File: config.mk
export PLATFORM = sky130hd
export DESIGN_NAME = gttl_ctrl
export DESIGN_NICKNAME = d
export VERILOG_FILES = /design/src/hw/rtl/gttl_pkg.sv /design/src/hw/rtl/gttl_ctrl.sv
export SDC_FILE = /design/constraint.sdc
export NUM_CORES = 1
export LEC_CHECK = 0
export ABC_CLOCK_PERIOD_IN_PS = 1770
export BUFFER_PORTS_ARGS = -buffer_cell sky130_fd_sc_hd__buf_2
export CAP_MARGIN = 0
export CORE_AREA = 5 5 42 44
export DETAILED_ROUTE_END_ITERATION = 16
export DIE_AREA = 0 0 47 49
export SLEW_MARGIN = 15
export SYNTH_ARGS = -nofsm -noshare
export SYNTH_HDL_FRONTEND = slang
export SYNTH_SLANG_ARGS = --single-unit
export TNS_END_PERCENT = 10
File: constraint.sdc
create_clock -name clk -period 1.77 [get_ports clk]
set_clock_uncertainty 0.2 [all_clocks]
set_input_delay 0.2655 -clock clk [delete_from_list [all_inputs] [get_ports clk]]
set_output_delay 0.2655 -clock clk [all_outputs]
set_load 0.05 [all_outputs]
File: src/hw/rtl/gttl_pkg.sv
// shared types and constants of the gap tracking table
package gttl_pkg;

  localparam int ENTRIES   = 64;
  localparam int IDX_W     = $clog2(ENTRIES);
  localparam int CNT_W     = $clog2(ENTRIES + 1);
  localparam int KEY_W     = 256;
  localparam int WORD_W    = 64;
  localparam int TIME_BITS = 48;
  localparam int TTL_W     = 48;
  localparam int MODE_W    = 3;

  localparam logic [CNT_W-1:0] ENTRIES_CNT = CNT_W'(ENTRIES);

  // operation codes
  typedef enum logic [MODE_W-1:0] {
    MODE_TRACK    = 3'd0,
    MODE_RESOLVE  = 3'd1,
    MODE_ROLLBACK = 3'd2,
    MODE_EVICT    = 3'd3,
    MODE_CLEAR    = 3'd4
  } mode_t;

  // commands from controller to datapath
  typedef struct packed {
    logic load;
    logic scan;
    logic commit;
    logic emit;
  } ctrl_cmd_t;

  // status from datapath to controller
  typedef struct packed {
    logic scan_done;
    logic out_free;
  } dp_status_t;

endpackage

File: src/hw/rtl/gttl_ctrl.sv
// controller state machine of the gap tracking table
module gttl_ctrl (
  input  logic                   clk,
  input  logic                   rst,
  input  logic                   in_valid,
  output logic                   in_stall,
  input  gttl_pkg::dp_status_t   sts,
  output gttl_pkg::ctrl_cmd_t    cmd
);

  typedef enum logic [3:0] {
    S_IDLE   = 4'b0001,
    S_SCAN   = 4'b0010,
    S_COMMIT = 4'b0100,
    S_EMIT   = 4'b1000
  } state_t;

  state_t state;
  state_t state_next;

  // state register
  always_ff @(posedge clk) begin
    if (rst) begin
      state <= S_IDLE;
    end else begin
      state <= state_next;
    end
  end

  // next state and commands
  always_comb begin
    state_next = state;
    cmd        = '0;
    case (state)
      S_IDLE: begin
        if (in_valid) begin
          cmd.load   = 1'b1;
          state_next = S_SCAN;
        end
      end
      S_SCAN: begin
        cmd.scan = 1'b1;
        if (sts.scan_done) begin
          state_next = S_COMMIT;
        end
      end
      S_COMMIT: begin
        cmd.commit = 1'b1;
        state_next = S_EMIT;
      end
      S_EMIT: begin
        if (sts.out_free) begin
          cmd.emit   = 1'b1;
          state_next = S_IDLE;
        end
      end
      default: begin
        state_next = S_IDLE;
      end
    endcase
  end

  // one transaction in flight at a time
  assign in_stall = (state != S_IDLE);

endmodule

==> run_results.csv <==
group,metric,value,unit
outcome,outcome,"complete, no violations",
power_and_ir_drop,leakagePower,0.200,nW
finish,regMostFlops,"state",
finish,num-fill-cells,158,
placement,port_buffers,9,
floorplanning,rows,14,
routing,dr.pass1.iters,2,
setup_path,critPathKind,"flip-flop to output port",
synth,synth_area_leader_cell,"dfxtp_1",
placement,dp_cells,56,
synth,yosysWarnings,0,
hold_path,hp-class,"input port to flip-flop",
setup_path,timing.rr.start,"state[3]",
synth,synth-async-reset-ratio,0,
finish,drive_above_1_share,0.614,
timing,hold_viol,0,
timing,slew_viol_final,0,
global_routing,grt_max_degree,7,
setup_path,cp.arrival,1.25,ns
global_routing,grt.total_usage,0.0760,
global_routing,antenna_found_initial,0,
timing,rsz0062_at_grt,"true",
routing,routedWlPerCell,10.8,um
global_routing,grt-ovfl-total,0,
setup_path,critPathMaxFanout,5,
hold_path,whs_path_depth,2,
routing,drt-vias-per-instance,4.45,
floorplanning,core_area,1400,sq um
synth,synth_edf_count,0,
cts,clockRootBuffer,"clkbuf_4",
timing,slew_headroom,0.788,
setup_path,ff2ff_path_depth,5,
timing,tns,0,ns
power_and_ir_drop,peakVddDrop,0.419,mV
placement,place_hpwl,504,um
routing,ant_nets,0,
global_routing,grt_pass1_vias,291,
routing,finalWirelength,650,um
job,cap_violations,0,
synth,ys_seq_elements,4,
cts,cts_sinks,4,
finish,diodes,0,
setup_path,critPathLaunch,"state[1]",
synth,syn_area,244,sq um
synth,synthTopCellsByArea,"dfxtp_1 33%, nor4b_2 12%, nor4b_4 9.7%",
synth,yosys.area.top_type_share,0.328,
synth,avgSynthCellArea,9.76,sq um
setup_path,r2r_end,"state[0]",
hold_path,min_from,"rst",
synth,ys_types,15,
synth,yosysMostFrequentCell,"dfxtp_1",
hold_path,holdPathEnd,"state[1]",
floorplanning,die_w,47,um
global_routing,grt_pass1_wl,1.19,mm
cts,cts_tree,"done",
synth,synthesis.nets,30,
finish,area_growth,87.7,%
timing,tightest_slew,0.315,ns
routing,drtIter0Drc,1,
setup_path,crit_path_start_kind,"flip-flop",
finish,largestRegisters,"state: 4 flops",
power_and_ir_drop,cellPowerDensity,747,nW/um^2
finish,layout.cells.non_filler,60,
synth,ys_seq_area_frac,0.328,
finish,nets,51,
timing,finalCritPeriodShare,0.968,
timing,finalSetupViolCount,0,
floorplanning,die_area,2300,sq um
floorplanning,die_y,49,um
finish,largest_reg_flops,4,
timing,fmax,583,MHz
finish,final_util,0.327,
cts,htree_levels,1,
setup_path,r2r_setup_slack,0.26,ns
timing,period_minus_slack,1.71,ns
cts,ctsHoldBuffers,0,
setup_path,required,1.30,ns
floorplanning,io_pins,10,
synth,synthCells,25,
routing,route.vias.total,267,
cts,clk_pin_slew_worst_paths,0.04,ns
placement,gp_congestion,0.713,
setup_path,critPathCaptureType,"output port",
cts,cts_buffers,3,
routing,detail_route.drc_violations,0,
cts,clk_latency,0.24,ns
floorplanning,start_util,0.174,
synth,synthFlopType,"dfxtp_1",
cts,clock_path_buffers,2,
==> kinds of logic after synthesis <==
kind of cell,count (synthesis),share of synthesized area
compound gates,4,0.108
buf+inv,2,0.0308
flops,4,0.328
simple gates,15,0.533
==> layer usage <==
layer,track usage,vias up,wire length (um)
met2,0.0973,11,276
met5,0,-,0
met3,0.0332,5,58
met1,0.0899,117,288
met4,0.0691,0,27
li1,-,134,-
==> worst max-delay path by stage <==
stage / end / slack, ns
2_1_floorplan: state[0] / -0.14
3_3_place_gp: cmd[0] / 0.18
3_5_place_dp: cmd[3] / 0.16
4_1_cts: cmd[1] / 0.008
5_1_grt: cmd[0] / -0.01
6_report: cmd[1] / 0.06
==> worst max-delay path, cell delays in order (launching register included) <==
cell     delay [ns]
dfxtp_2        0.34
buf_4          0.15
nor4b_4        0.32
buf_6          0.20
==> what timing repair did <==
item,CTS,global route
buffers inserted,0,1
pin swaps,1,3
gates resized for setup,11,5
setup endpoints to repair,5,5
==> where the power goes <==
part | internal [mW] | switching (mW)
Clock | 0.0759 | 0.0378
Combinational | 0.0608 | 0.0637
Sequential | 0.0966 | 0.00726
Total | 0.233 | 0.109
==> cell usage in the layout (no fill, tap or decap) <==
cell type and instances:
dfxtp_2 3, a211oi_1 1, clkbuf_4 3, nand2b_1 1, inv_1 2, nor4_1 1, and3b_1 1, nor4b_4 4
nor3b_1 2, o21ai_0 2, a211o_1 1, buf_2 4, nor2_1 2, nand2_1 1, nor4b_1 1, nor3_1 1
nand2b_2 1, buf_4 6, buf_6 6, dfxtp_1 1
==> final cells by class <==
cell class | instances | area, sq um | area share
Multi-Input combinational cell | 19 | 191 | 0.418
Tap cell | 16 | 20.0 | 0.0437
Sequential cell | 4 | 83.8 | 0.183
Inverter | 2 | 7.51 | 0.0164
Timing Repair Buffer | 16 | 133 | 0.290
Clock buffer | 3 | 22.5 | 0.0492
==> metrics by stage <==
step | instance area [sq um] | power, mW | setup WS (ns) | hold WS [ns]
6_report | 458 | 0.342 | 0.0559 | 0.0298
5_1_grt | 458 | 0.368 | -0.0126 | 0.0380
4_1_cts | 435 | 0.334 | 0.00816 | 0.0264
3_5_place_dp | 378 | 0.205 | 0.163 | 0.274
3_3_place_gp | 378 | 0.204 | 0.179 | 0.282
2_1_floorplan | 268 | 0.165 | -0.142 | 0.138
(Power assumes the default switching activity.)
